<file path="src/rtl/assert_macros.svh">
// assertion macros for the sd card spi host engine
`ifndef ASSERT_MACROS_SVH
`define ASSERT_MACROS_SVH

// checked only while out of reset
`define SDH_ASSERT(lbl, prop, msg) \
    lbl: assert property (@(posedge i_clk) disable iff (!i_rst_n) prop) else $error(msg);

// checked on every clock edge, reset included
`define SDH_ASSERT_ALWAYS(lbl, prop, msg) \
    lbl: assert property (@(posedge i_clk) prop) else $error(msg);

`endif

</file>
<file path="src/rtl/sdh_pkg.sv">
// package: types, codes and framing helpers for the sd card spi host engine
package sdh_pkg;

    localparam int SECTOR_BYTES    = 512;
    localparam int INIT_IDLE_BYTES = 10;
    localparam int OUT_DEPTH       = 4;

    localparam logic [1:0] MODE_REQ   = 2'd0;
    localparam logic [1:0] MODE_CARD  = 2'd1;
    localparam logic [1:0] MODE_WDATA = 2'd2;

    localparam logic [1:0] OP_INIT  = 2'd0;
    localparam logic [1:0] OP_READ  = 2'd1;
    localparam logic [1:0] OP_WRITE = 2'd2;

    localparam logic [1:0] KIND_XCHG   = 2'd0;
    localparam logic [1:0] KIND_RDATA  = 2'd1;
    localparam logic [1:0] KIND_DONE   = 2'd2;
    localparam logic [1:0] KIND_WNEED  = 2'd3;

    localparam logic [2:0] CFG_RESP_WAIT = 3'd0;
    localparam logic [2:0] CFG_IDLE_RTRY = 3'd1;
    localparam logic [2:0] CFG_IFC_RTRY  = 3'd2;
    localparam logic [2:0] CFG_OPC_RTRY  = 3'd3;
    localparam logic [2:0] CFG_TOK_WAIT  = 3'd4;
    localparam logic [2:0] CFG_BUSY_WAIT = 3'd5;

    localparam logic [7:0]  BYTE_IDLE   = 8'hFF;
    localparam logic [7:0]  TOKEN_START = 8'hFE;
    localparam logic [7:0]  R1_IDLE     = 8'h01;
    localparam logic [7:0]  DRESP_MASK  = 8'h1F;
    localparam logic [7:0]  DRESP_OK    = 8'h05;
    localparam logic [7:0]  CRC_CMD8    = 8'h87;
    localparam logic [7:0]  CRC_OTHER   = 8'h95;
    localparam logic [31:0] ARG_IFCOND  = 32'h0000_01AA;
    localparam logic [31:0] ARG_HCS     = 32'h4000_0000;

    localparam logic [5:0] CMD_GO_IDLE = 6'd0;
    localparam logic [5:0] CMD_IFCOND  = 6'd8;
    localparam logic [5:0] CMD_APP     = 6'd55;
    localparam logic [5:0] CMD_OPCOND  = 6'd41;
    localparam logic [5:0] CMD_READ_OCR = 6'd58;
    localparam logic [5:0] CMD_READ1   = 6'd17;
    localparam logic [5:0] CMD_WRITE1  = 6'd24;

    typedef enum logic [4:0] {
        PH_IDLE, PH_INIT_IDLE, PH_CMD0, PH_GAP, PH_CMD8, PH_CMD55, PH_ACMD41,
        PH_CMD58, PH_RD_CMD, PH_RD_TOKEN, PH_RD_DATA, PH_WR_CMD, PH_WR_DATA,
        PH_WR_NEED, PH_WR_RESP, PH_WR_BUSY1, PH_WR_GAP, PH_WR_BUSY2
    } t_phase;

    typedef struct packed {
        logic [1:0] kind;
        logic [7:0] tx;
        logic       sel;
        logic [7:0] rd;
        logic       st;
        logic       hc;
        logic       last;
    } t_res;

    function automatic logic [5:0] cmd_of(t_phase p);
        case (p)
            PH_CMD8:   cmd_of = CMD_IFCOND;
            PH_CMD55:  cmd_of = CMD_APP;
            PH_ACMD41: cmd_of = CMD_OPCOND;
            PH_CMD58:  cmd_of = CMD_READ_OCR;
            PH_RD_CMD: cmd_of = CMD_READ1;
            PH_WR_CMD: cmd_of = CMD_WRITE1;
            default:   cmd_of = CMD_GO_IDLE;
        endcase
    endfunction

    function automatic logic [7:0] frame_byte(logic [5:0] c, logic [31:0] arg, logic [3:0] k);
        case (k)
            4'd0:    frame_byte = {2'b01, c};
            4'd1:    frame_byte = arg[31:24];
            4'd2:    frame_byte = arg[23:16];
            4'd3:    frame_byte = arg[15:8];
            4'd4:    frame_byte = arg[7:0];
            default: frame_byte = (c == CMD_IFCOND) ? CRC_CMD8 : CRC_OTHER;
        endcase
    endfunction

    function automatic t_res mk_res(logic [1:0] kind, logic [7:0] tx, logic sel,
                                    logic [7:0] rd, logic st);
        t_res r;
        r.kind = kind;
        r.tx   = tx;
        r.sel  = sel;
        r.rd   = rd;
        r.st   = st;
        r.hc   = 1'b0;
        r.last = 1'b0;
        mk_res = r;
    endfunction

endpackage

</file>
<file path="src/rtl/sd_card_spi_host_engine.sv">
// top level: sd card spi mode host engine with result queue
//
// channel  dir  handshake           beat
// in       in   i_valid / o_stall   mode, operation, block_number, rx_byte, write_byte
// out      out  o_valid / i_stall   kind, tx_byte, select_card, read_byte, status, ...
// cfg      in   i_cfg_we            i_cfg_idx, i_cfg_data
//
// each input beat is decoded into zero, one or two results (two for read data)
// results go to a 4-entry queue; a beat is taken whenever at least two entries are free
// one beat per cycle while the output side drains one result per cycle and two entries stay free
// results are registered in the queue before they reach the output
// synchronous active-low reset clears state and queue, no clearing pass
`include "assert_macros.svh"

module sd_card_spi_host_engine import sdh_pkg::*; #(
    parameter int INIT_IDLE_BYTES_P = INIT_IDLE_BYTES
) (
    input  logic        i_clk,
    input  logic        i_rst_n,
    input  logic        i_valid,
    output logic        o_stall,
    input  logic [1:0]  i_mode,
    input  logic [1:0]  i_operation,
    input  logic [31:0] i_block_number,
    input  logic [7:0]  i_rx_byte,
    input  logic [7:0]  i_write_byte,
    output logic        o_valid,
    input  logic        i_stall,
    output logic [1:0]  o_kind,
    output logic [7:0]  o_tx_byte,
    output logic        o_select_card,
    output logic [7:0]  o_read_byte,
    output logic        o_status,
    output logic        o_high_capacity,
    output logic        o_last,
    input  logic        i_cfg_we,
    input  logic [2:0]  i_cfg_idx,
    input  logic [15:0] i_cfg_data
);

    localparam int PW = $clog2(OUT_DEPTH);

    logic [7:0]  r_lim_resp;
    logic [15:0] r_lim_idle, r_lim_ifc, r_lim_opc, r_lim_tok, r_lim_busy;

    t_phase      r_phase, n_phase;
    logic [3:0]  r_step, n_step;
    logic [31:0] r_arg, n_arg;
    logic [9:0]  r_bc, n_bc;
    logic [15:0] r_retry, n_retry;
    logic [15:0] r_wait, n_wait;
    logic        r_hc, n_hc;
    logic        r_v2, n_v2;
    logic [7:0]  r_lresp, n_lresp;

    t_res        res0, res1, res0_f, res1_f;
    logic [1:0]  nres;
    logic        do_start, do_fin, fin_st;
    t_phase      st_p;
    logic [31:0] st_a;
    logic [15:0] retry_inc;
    logic [9:0]  bc_inc;
    logic [5:0]  cur_cmd;

    t_res        r_q [OUT_DEPTH];
    logic [PW-1:0] r_wp, r_rp;
    logic [PW:0]   r_cnt, n_cnt;
    logic        acc, pop;

    assign o_stall = (r_cnt > (PW+1)'(OUT_DEPTH - 2));
    assign acc     = i_valid && !o_stall;
    assign o_valid = (r_cnt != '0);
    assign pop     = o_valid && !i_stall;

    always_ff @(posedge i_clk) begin
        if (!i_rst_n) begin
            r_lim_resp <= 8'd254;
            r_lim_idle <= 16'd240;
            r_lim_ifc  <= 16'd254;
            r_lim_opc  <= 16'd4094;
            r_lim_tok  <= 16'd65534;
            r_lim_busy <= 16'd65534;
        end else if (i_cfg_we) begin
            case (i_cfg_idx)
                CFG_RESP_WAIT: r_lim_resp <= i_cfg_data[7:0];
                CFG_IDLE_RTRY: r_lim_idle <= i_cfg_data;
                CFG_IFC_RTRY:  r_lim_ifc  <= i_cfg_data;
                CFG_OPC_RTRY:  r_lim_opc  <= i_cfg_data;
                CFG_TOK_WAIT:  r_lim_tok  <= i_cfg_data;
                CFG_BUSY_WAIT: r_lim_busy <= i_cfg_data;
                default: ;
            endcase
        end
    end

    assign retry_inc = r_retry + 16'd1;
    assign bc_inc    = r_bc + 10'd1;
    assign cur_cmd   = cmd_of(r_phase);

    always_comb begin
        n_phase  = r_phase;
        n_step   = r_step;
        n_arg    = r_arg;
        n_bc     = r_bc;
        n_retry  = r_retry;
        n_wait   = r_wait;
        n_hc     = r_hc;
        n_v2     = r_v2;
        n_lresp  = r_lresp;
        res0     = mk_res(KIND_XCHG, BYTE_IDLE, 1'b1, 8'd0, 1'b0);
        res1     = mk_res(KIND_XCHG, BYTE_IDLE, 1'b1, 8'd0, 1'b0);
        nres     = 2'd1;
        do_start = 1'b0;
        do_fin   = 1'b0;
        fin_st   = 1'b0;
        st_p     = PH_IDLE;
        st_a     = '0;

        case (i_mode)
            MODE_REQ: begin
                if (r_phase == PH_IDLE) begin
                    case (i_operation)
                        OP_INIT: begin
                            n_v2    = 1'b1;
                            n_phase = PH_INIT_IDLE;
                            n_bc    = '0;
                            n_retry = '0;
                            res0    = mk_res(KIND_XCHG, BYTE_IDLE, 1'b0, 8'd0, 1'b0);
                        end
                        OP_READ: begin
                            do_start = 1'b1; st_p = PH_RD_CMD; st_a = i_block_number;
                        end
                        OP_WRITE: begin
                            do_start = 1'b1; st_p = PH_WR_CMD; st_a = i_block_number;
                        end
                        default: begin
                            do_fin = 1'b1; fin_st = 1'b1;
                        end
                    endcase
                end else begin
                    nres = 2'd0;
                end
            end
            MODE_CARD: begin
                case (r_phase)
                    PH_INIT_IDLE: begin
                        n_bc = bc_inc;
                        if (bc_inc < 10'(INIT_IDLE_BYTES_P)) begin
                            res0 = mk_res(KIND_XCHG, BYTE_IDLE, 1'b0, 8'd0, 1'b0);
                        end else begin
                            n_retry = '0; do_start = 1'b1; st_p = PH_CMD0; st_a = '0;
                        end
                    end
                    PH_GAP: begin
                        n_bc = bc_inc;
                        if (bc_inc < 10'd2) begin
                            res0 = mk_res(KIND_XCHG, BYTE_IDLE, 1'b0, 8'd0, 1'b0);
                        end else begin
                            n_retry = '0; do_start = 1'b1; st_p = PH_CMD8; st_a = ARG_IFCOND;
                        end
                    end
                    PH_CMD0, PH_CMD8, PH_CMD55, PH_ACMD41, PH_CMD58, PH_RD_CMD,
                    PH_WR_CMD: begin
                        if (r_step < 4'd5) begin
                            n_step = r_step + 4'd1;
                            res0 = mk_res(KIND_XCHG, frame_byte(cur_cmd, r_arg, r_step + 4'd1),
                                          1'b1, 8'd0, 1'b0);
                        end else if (r_step == 4'd5) begin
                            n_step = 4'd6;
                            n_wait = '0;
                        end else if (r_step == 4'd6) begin
                            if (i_rx_byte == BYTE_IDLE && r_wait <= {8'd0, r_lim_resp}) begin
                                n_wait = r_wait + 16'd1;
                            end else begin
                                n_lresp = i_rx_byte;
                                n_step  = (i_rx_byte == 8'd0 && cur_cmd == CMD_READ_OCR)
                                          ? 4'd7 : 4'd11;
                            end
                        end else if (r_step < 4'd11) begin
                            if (r_step == 4'd7) n_hc = i_rx_byte[6];
                            n_step = r_step + 4'd1;
                        end else begin
                            case (r_phase)
                                PH_CMD0: begin
                                    if (r_lresp == R1_IDLE) begin
                                        n_phase = PH_GAP;
                                        n_bc    = '0;
                                        res0 = mk_res(KIND_XCHG, BYTE_IDLE, 1'b0, 8'd0, 1'b0);
                                    end else if (r_retry > r_lim_idle) begin
                                        do_fin = 1'b1; fin_st = 1'b1;
                                    end else begin
                                        n_retry = retry_inc;
                                        do_start = 1'b1; st_p = PH_CMD0; st_a = '0;
                                    end
                                end
                                PH_CMD8: begin
                                    if (r_lresp == R1_IDLE) begin
                                        n_retry = '0;
                                        do_start = 1'b1; st_p = PH_CMD55; st_a = '0;
                                    end else if (r_retry > r_lim_ifc) begin
                                        n_v2 = 1'b0; n_retry = '0;
                                        do_start = 1'b1; st_p = PH_CMD55; st_a = '0;
                                    end else begin
                                        n_retry = retry_inc;
                                        do_start = 1'b1; st_p = PH_CMD8; st_a = ARG_IFCOND;
                                    end
                                end
                                PH_CMD55: begin
                                    do_start = 1'b1; st_p = PH_ACMD41; st_a = ARG_HCS;
                                end
                                PH_ACMD41: begin
                                    n_retry = retry_inc;
                                    if (retry_inc > r_lim_opc) begin
                                        do_fin = 1'b1; fin_st = 1'b1;
                                    end else if (r_lresp == 8'd0) begin
                                        n_hc = 1'b0; n_retry = '0;
                                        if (r_v2) begin
                                            do_start = 1'b1; st_p = PH_CMD58; st_a = '0;
                                        end else begin
                                            do_fin = 1'b1; fin_st = 1'b0;
                                        end
                                    end else begin
                                        do_start = 1'b1; st_p = PH_CMD55; st_a = '0;
                                    end
                                end
                                PH_CMD58: begin
                                    if (r_lresp == 8'd0 || r_retry > r_lim_ifc) begin
                                        do_fin = 1'b1; fin_st = 1'b0;
                                    end else begin
                                        n_retry = retry_inc;
                                        do_start = 1'b1; st_p = PH_CMD58; st_a = '0;
                                    end
                                end
                                PH_RD_CMD: begin
                                    if (r_lresp != 8'd0) begin
                                        do_fin = 1'b1; fin_st = 1'b1;
                                    end else begin
                                        n_phase = PH_RD_TOKEN; n_wait = '0;
                                    end
                                end
                                PH_WR_CMD: begin
                                    if (r_lresp != 8'd0) begin
                                        do_fin = 1'b1; fin_st = 1'b1;
                                    end else begin
                                        n_phase = PH_WR_DATA; n_bc = '0;
                                        res0 = mk_res(KIND_XCHG, TOKEN_START, 1'b1, 8'd0, 1'b0);
                                    end
                                end
                                default: begin
                                    do_fin = 1'b1; fin_st = 1'b1;
                                end
                            endcase
                        end
                    end
                    PH_RD_TOKEN: begin
                        if (i_rx_byte == TOKEN_START) begin
                            n_phase = PH_RD_DATA; n_bc = '0;
                        end else if (r_wait > r_lim_tok) begin
                            do_fin = 1'b1; fin_st = 1'b1;
                        end else begin
                            n_wait = r_wait + 16'd1;
                        end
                    end
                    PH_RD_DATA: begin
                        n_bc = bc_inc;
                        if (r_bc < 10'(SECTOR_BYTES)) begin
                            res0 = mk_res(KIND_RDATA, 8'd0, 1'b0, i_rx_byte, 1'b0);
                            nres = 2'd2;
                            if (bc_inc >= 10'(SECTOR_BYTES + 3)) begin
                                n_phase = PH_IDLE;
                                res1 = mk_res(KIND_DONE, 8'd0, 1'b0, 8'd0, 1'b0);
                            end
                        end else if (bc_inc >= 10'(SECTOR_BYTES + 3)) begin
                            do_fin = 1'b1; fin_st = 1'b0;
                        end
                    end
                    PH_WR_DATA: begin
                        if (r_bc < 10'(SECTOR_BYTES)) begin
                            n_phase = PH_WR_NEED;
                            res0 = mk_res(KIND_WNEED, 8'd0, 1'b0, 8'd0, 1'b0);
                        end else if (r_bc < 10'(SECTOR_BYTES + 2)) begin
                            n_bc = bc_inc;
                        end else begin
                            n_phase = PH_WR_RESP;
                        end
                    end
                    PH_WR_RESP: begin
                        if ((i_rx_byte & DRESP_MASK) != DRESP_OK) begin
                            do_fin = 1'b1; fin_st = 1'b1;
                        end else begin
                            n_phase = PH_WR_BUSY1; n_wait = '0;
                        end
                    end
                    PH_WR_BUSY1, PH_WR_BUSY2: begin
                        if (i_rx_byte != 8'd0) begin
                            if (r_phase == PH_WR_BUSY2) begin
                                do_fin = 1'b1; fin_st = 1'b0;
                            end else begin
                                n_phase = PH_WR_GAP;
                                res0 = mk_res(KIND_XCHG, BYTE_IDLE, 1'b0, 8'd0, 1'b0);
                            end
                        end else if (r_wait > r_lim_busy) begin
                            do_fin = 1'b1; fin_st = 1'b1;
                        end else begin
                            n_wait = r_wait + 16'd1;
                        end
                    end
                    PH_WR_GAP: begin
                        n_phase = PH_WR_BUSY2;
                    end
                    default: begin
                        nres = 2'd0;
                    end
                endcase
            end
            MODE_WDATA: begin
                if (r_phase == PH_WR_NEED) begin
                    res0    = mk_res(KIND_XCHG, i_write_byte, 1'b1, 8'd0, 1'b0);
                    n_bc    = bc_inc;
                    n_phase = PH_WR_DATA;
                end else begin
                    nres = 2'd0;
                end
            end
            default: begin
                nres = 2'd0;
            end
        endcase

        if (do_start) begin
            n_phase = st_p;
            n_step  = '0;
            n_wait  = '0;
            n_arg   = (!n_hc && (st_p == PH_RD_CMD || st_p == PH_WR_CMD))
                      ? {st_a[22:0], 9'd0} : st_a;
            res0 = mk_res(KIND_XCHG, {2'b01, cmd_of(st_p)}, 1'b1, 8'd0, 1'b0);
        end
        if (do_fin) begin
            n_phase = PH_IDLE;
            res0 = mk_res(KIND_DONE, 8'd0, 1'b0, 8'd0, fin_st);
        end

        res0_f      = res0;
        res1_f      = res1;
        res0_f.hc   = n_hc;
        res1_f.hc   = n_hc;
        res0_f.last = (nres == 2'd1);
        res1_f.last = 1'b1;
    end

    always_ff @(posedge i_clk) begin
        if (!i_rst_n) begin
            r_phase <= PH_IDLE;
            r_step  <= '0;
            r_arg   <= '0;
            r_bc    <= '0;
            r_retry <= '0;
            r_wait  <= '0;
            r_hc    <= 1'b0;
            r_v2    <= 1'b1;
            r_lresp <= BYTE_IDLE;
        end else if (acc) begin
            r_phase <= n_phase;
            r_step  <= n_step;
            r_arg   <= n_arg;
            r_bc    <= n_bc;
            r_retry <= n_retry;
            r_wait  <= n_wait;
            r_hc    <= n_hc;
            r_v2    <= n_v2;
            r_lresp <= n_lresp;
        end
    end

    always_comb begin
        n_cnt = r_cnt;
        if (acc) n_cnt = n_cnt + (PW+1)'(nres);
        if (pop) n_cnt = n_cnt - (PW+1)'(1);
    end

    always_ff @(posedge i_clk) begin
        if (!i_rst_n) begin
            r_wp  <= '0;
            r_rp  <= '0;
            r_cnt <= '0;
        end else begin
            r_cnt <= n_cnt;
            if (acc) r_wp <= r_wp + PW'(nres);
            if (pop) r_rp <= r_rp + PW'(1);
        end
    end

    always_ff @(posedge i_clk) begin
        if (acc && nres != 2'd0) r_q[r_wp] <= res0_f;
        if (acc && nres == 2'd2) r_q[r_wp + PW'(1)] <= res1_f;
    end

    assign o_kind          = r_q[r_rp].kind;
    assign o_tx_byte       = r_q[r_rp].tx;
    assign o_select_card   = r_q[r_rp].sel;
    assign o_read_byte     = r_q[r_rp].rd;
    assign o_status        = r_q[r_rp].st;
    assign o_high_capacity = r_q[r_rp].hc;
    assign o_last          = r_q[r_rp].last;

    `SDH_ASSERT(a_q_bound, r_cnt <= (PW+1)'(OUT_DEPTH), "result queue overflow")
    `SDH_ASSERT(a_acc_room, acc |-> r_cnt <= (PW+1)'(OUT_DEPTH - 2), "beat taken without room")
    `SDH_ASSERT(a_wneed_bc, r_phase == PH_WR_NEED |-> r_bc < 10'(SECTOR_BYTES), "write count off")
    `SDH_ASSERT_ALWAYS(a_rst_q, !i_rst_n |=> r_cnt == '0, "queue not empty after reset")

endmodule
</file>
<file path="config.mk">
export PLATFORM = sky130hd
export DESIGN_NAME = sd_card_spi_host_engine
export DESIGN_NICKNAME = d
export VERILOG_FILES = /design/src/rtl/sdh_pkg.sv /design/src/rtl/sd_card_spi_host_engine.sv
export VERILOG_INCLUDE_DIRS = /design/src /design/src/rtl
export SDC_FILE = /design/constraint.sdc
export NUM_CORES = 1
export LEC_CHECK = 0
export ABC_AREA = 1
export BUFFER_PORTS_ARGS = -buffer_cell sky130_fd_sc_hd__clkbuf_2
export CAP_MARGIN = 20
export CORE_ASPECT_RATIO = 1.5
export CORE_MARGIN = 10
export CORE_UTILIZATION = 30
export DETAILED_ROUTE_END_ITERATION = 10
export SETUP_SLACK_MARGIN = 0.02
export SYNTH_ARGS = -nofsm -noshare
export SYNTH_HDL_FRONTEND = slang
export SYNTH_SLANG_ARGS = --single-unit
</file>
<file path="constraint.sdc">
create_clock -name i_clk -period 10.4 [get_ports i_clk]
set_clock_uncertainty 0.15 [all_clocks]
set_input_delay 1.04 -clock i_clk [delete_from_list [all_inputs] [get_ports i_clk]]
set_output_delay 1.04 -clock i_clk [all_outputs]
set_load 0.03 [all_outputs]
</file>
==> impl_metrics.env <==
export IMPL_run_status="complete, no violations"
export IMPL_io_buffers=99
export IMPL_area_growth_pct=12.8
export IMPL_yosysTopAreaCellShare=0.283
export IMPL_grt_pass1_vias=15700
export IMPL_clkSlewWorstSetupHoldPaths_ns=0.06
export IMPL_vdd_drop_max_v=0.000155
export IMPL_crit_path_cell_trace="ha_1 -> nand3_1 -> nor3b_1 -> nand3_1 -> nor3b_1 -> nand3_1 -> nor3_1 -> xor2_1 -> inv_1 -> ha_1 -> nand2_1 -> nor3_1 -> nand3_1 -> nand2_1 -> nand3_1 -> nand3_1 -> nand2_1 -> nand2_4 -> nand2_8 -> nand2_4 -> nand2_8 -> inv_2 -> o21ai_0 -> a21oi_1"
export IMPL_worstSkewPairLatency_ns=0.59
export IMPL_yosysUniqueCellTypes=63
export IMPL_crit_fanout=37
export IMPL_grt_pass1_wl_mm=85.5
export IMPL_core_um2=54700
export IMPL_critPathLaunch="r_retry[1]"
export IMPL_ys_flop_type="dfxtp_1"
export IMPL_grt_usage=0.163
export IMPL_drive_gt1_frac=0.103
export IMPL_cts_sinks=278
export IMPL_period_needed_ns=5.24
export IMPL_reg2reg_from="r_retry[1]"
export IMPL_worstPathArrival_ns=5.61
export IMPL_grt_max_degree=70
export IMPL_yosysWarnings=0
export IMPL_power_density_nw_per_um2=176
export IMPL_drv_cap=0
export IMPL_syn_avg_cell_area_um2=7.11
export IMPL_hold_ws_ns=0.300
export IMPL_wl_per_cell_um=17.5
export IMPL_cts_root_buffer="clkbuf_16"
export IMPL_synth_seq_cells=278
export IMPL_die_w_um=212
export IMPL_synth_seq_area_share=0.363
export IMPL_grt_ovfl_total=0
export IMPL_yosys_area_top_type="dfxtp_1"
export IMPL_cts_buffer_depth=3
export IMPL_drcViolationCount=0
export IMPL_netlist_instances=2331
export IMPL_synth_edff_count=44
export IMPL_worstMarginPinSlew_ns=0.932
export IMPL_dr_total_vias=15900
export IMPL_crit_top_cell="nand3_1"
export IMPL_setup_viol=0
export IMPL_fin_nets=2570
export IMPL_finalHoldViolCount=0
export IMPL_cts_setup_buffers=0
export IMPL_ctsResizeCount=0
export IMPL_n_antenna_cell=0
export IMPL_finalMaxSlewViolations=0
export IMPL_slowest_delay_ns=0.42
export IMPL_synthesis_nets=2515
export IMPL_drt_pass1_iterations=8
export IMPL_die_area_um2=65200
export IMPL_hp_class="reg2reg"
export IMPL_syn_area_um2=16600
export IMPL_cts_tree="yes"
export IMPL_maxSlewHeadroom=0.376
export IMPL_hp_start="r_lresp[2]"
export IMPL_ctsHoldBuffers=0
export IMPL_fmax_mhz=191
export IMPL_worst_setup_path_type="reg2reg"
export IMPL_fin_util=0.342
export IMPL_cp_data_required_time_ns=10.77
export IMPL_total_power_w=0.00329
export IMPL_drt_wl_total_mm=54.3
export IMPL_die_h_um=308
export IMPL_start_util=0.303
export IMPL_multi_input_area_um2=9070
export IMPL_seq_area_um2=6010
export IMPL_setup_tns_final_ns=0
export IMPL_drt_iter0_drc=1019
export IMPL_worstSetupEndpointType="register"
export IMPL_async_reset_ff_frac=0
export IMPL_cellLeakagePower_nw=8.55
export IMPL_synth_area_leaders="dfxtp_1 (28%), nand2_1 (10%), ha_1 (8.1%), edfxtp_1 (8.0%), o21ai_0 (6.5%)"
export IMPL_cp_start_kind="register"
export IMPL_pin_count=100
export IMPL_gp_congestion=0.984
export IMPL_std_cell_rows=105
export IMPL_cp_slowest_cell="inv_2"
export IMPL_rsz0062_at_grt="no"
export IMPL_antenna_found_initial=0
export IMPL_fillers=5811
export IMPL_cts_max_level=1
export IMPL_period_share=0.504
export IMPL_viasPerCell=5.12
export IMPL_cts_buffers=31
export IMPL_ant_nets=0
export IMPL_dp_hpwl_mm=41.0
per-stage QoR:
step,cells,instance area [um2],setup WS (ns)
after floorplan,2331,16600,6.20
after global placement,3044,17600,5.29
after detailed placement,3046,17700,5.21
after CTS,3102,18700,5.21
after global routing,3104,18700,4.53
final,3104,18700,5.16
path summary, 6_finish.rpt:
path           endpoint  slack [ns]  cells past startpoint
max           r_arg[24]        5.16                     24
min          r_lresp[2]        0.30                      2
max reg2reg   r_arg[24]        5.16                     24
min reg2reg  r_lresp[2]        0.30                      2
metal layers:
metal	up-vias	global-route usage	share of wire
li1	7981	-	-
met1	7422	0.181	0.40
met2	382	0.308	0.53
met3	97	0.0186	0.040
met4	0	0.0593	0.032
met5	-	0	0
sequential cells by signal, indices dropped and copies added, names as in the netlist, 8 cells and up, named ones only:
name        count
r_lim_ifc      16
r_q            88
r_wait         16
r_arg          32
r_bc           10
r_lim_opc      16
r_retry        16
r_lim_busy     16
r_lim_tok      16
r_lim_idle     16
r_lresp         8
r_lim_resp      8
critical path: cells and delay by family, from the launching register on:
kind	cells	cell delay, ns
fa+ha+maj	2	0.50
compound gates	2	0.33
buf+inv	2	0.48
flops	1	0.41
simple gates	17	3.08
xor+xnor	1	0.21
power by group:
part           switching (W)  leakage [nW]  internal [W]
Sequential         0.0000578          2.36       0.00116
Clock               0.000466         0.469      0.000615
Combinational       0.000718          5.72      0.000273
cell usage in the layout (no fill, tap or decap), drive strengths merged, types with 4 or more instances in the layout:
cell type    n
o22ai       25
edfxtp      44
buf         18
nand2      477
xor2        22
nor3        47
nor2       239
ha         107
inv        283
nand3      106
clkbuf     137
nand3b       4
nand4       37
o21ai      252
a22o         4
o211ai      63
a31oi       15
a21oi      204
a221oi       5
nor4         9
clkinvlp     7
dfxtp      234
clkinv      14
o21bai       4
o31ai        6
a211oi      13
cells by family (layout without fill, tap and decap cells):
group,count (synthesis),count (layout),synth area share
simple gates,928,928,0.244
compound gates,609,609,0.208
buf+inv,383,461,0.0902
flops,278,278,0.363
fa+ha+maj,108,108,0.0820
xor+xnor,25,25,0.0132
final cells by class:
cell class,count,share of cell area
multi-input combinational,1670,0.485
inverter,288,0.0580
clock buffer,38,0.0445
tap,695,0.0465
sequential,278,0.321
timing repair buffer,117,0.0357
clock inverter,18,0.00844
Yosys cell counts, drive strengths merged, types with 37 or more instances:
library cell  count
a21oi           204
clkbuf           69
dfxtp           234
edfxtp           44
ha              107
inv             282
nand2           477
nand3           106
nand4            37
nor2            239
nor3             47
o211ai           63
o21ai           252
Power figures use the tool's default switching activity.
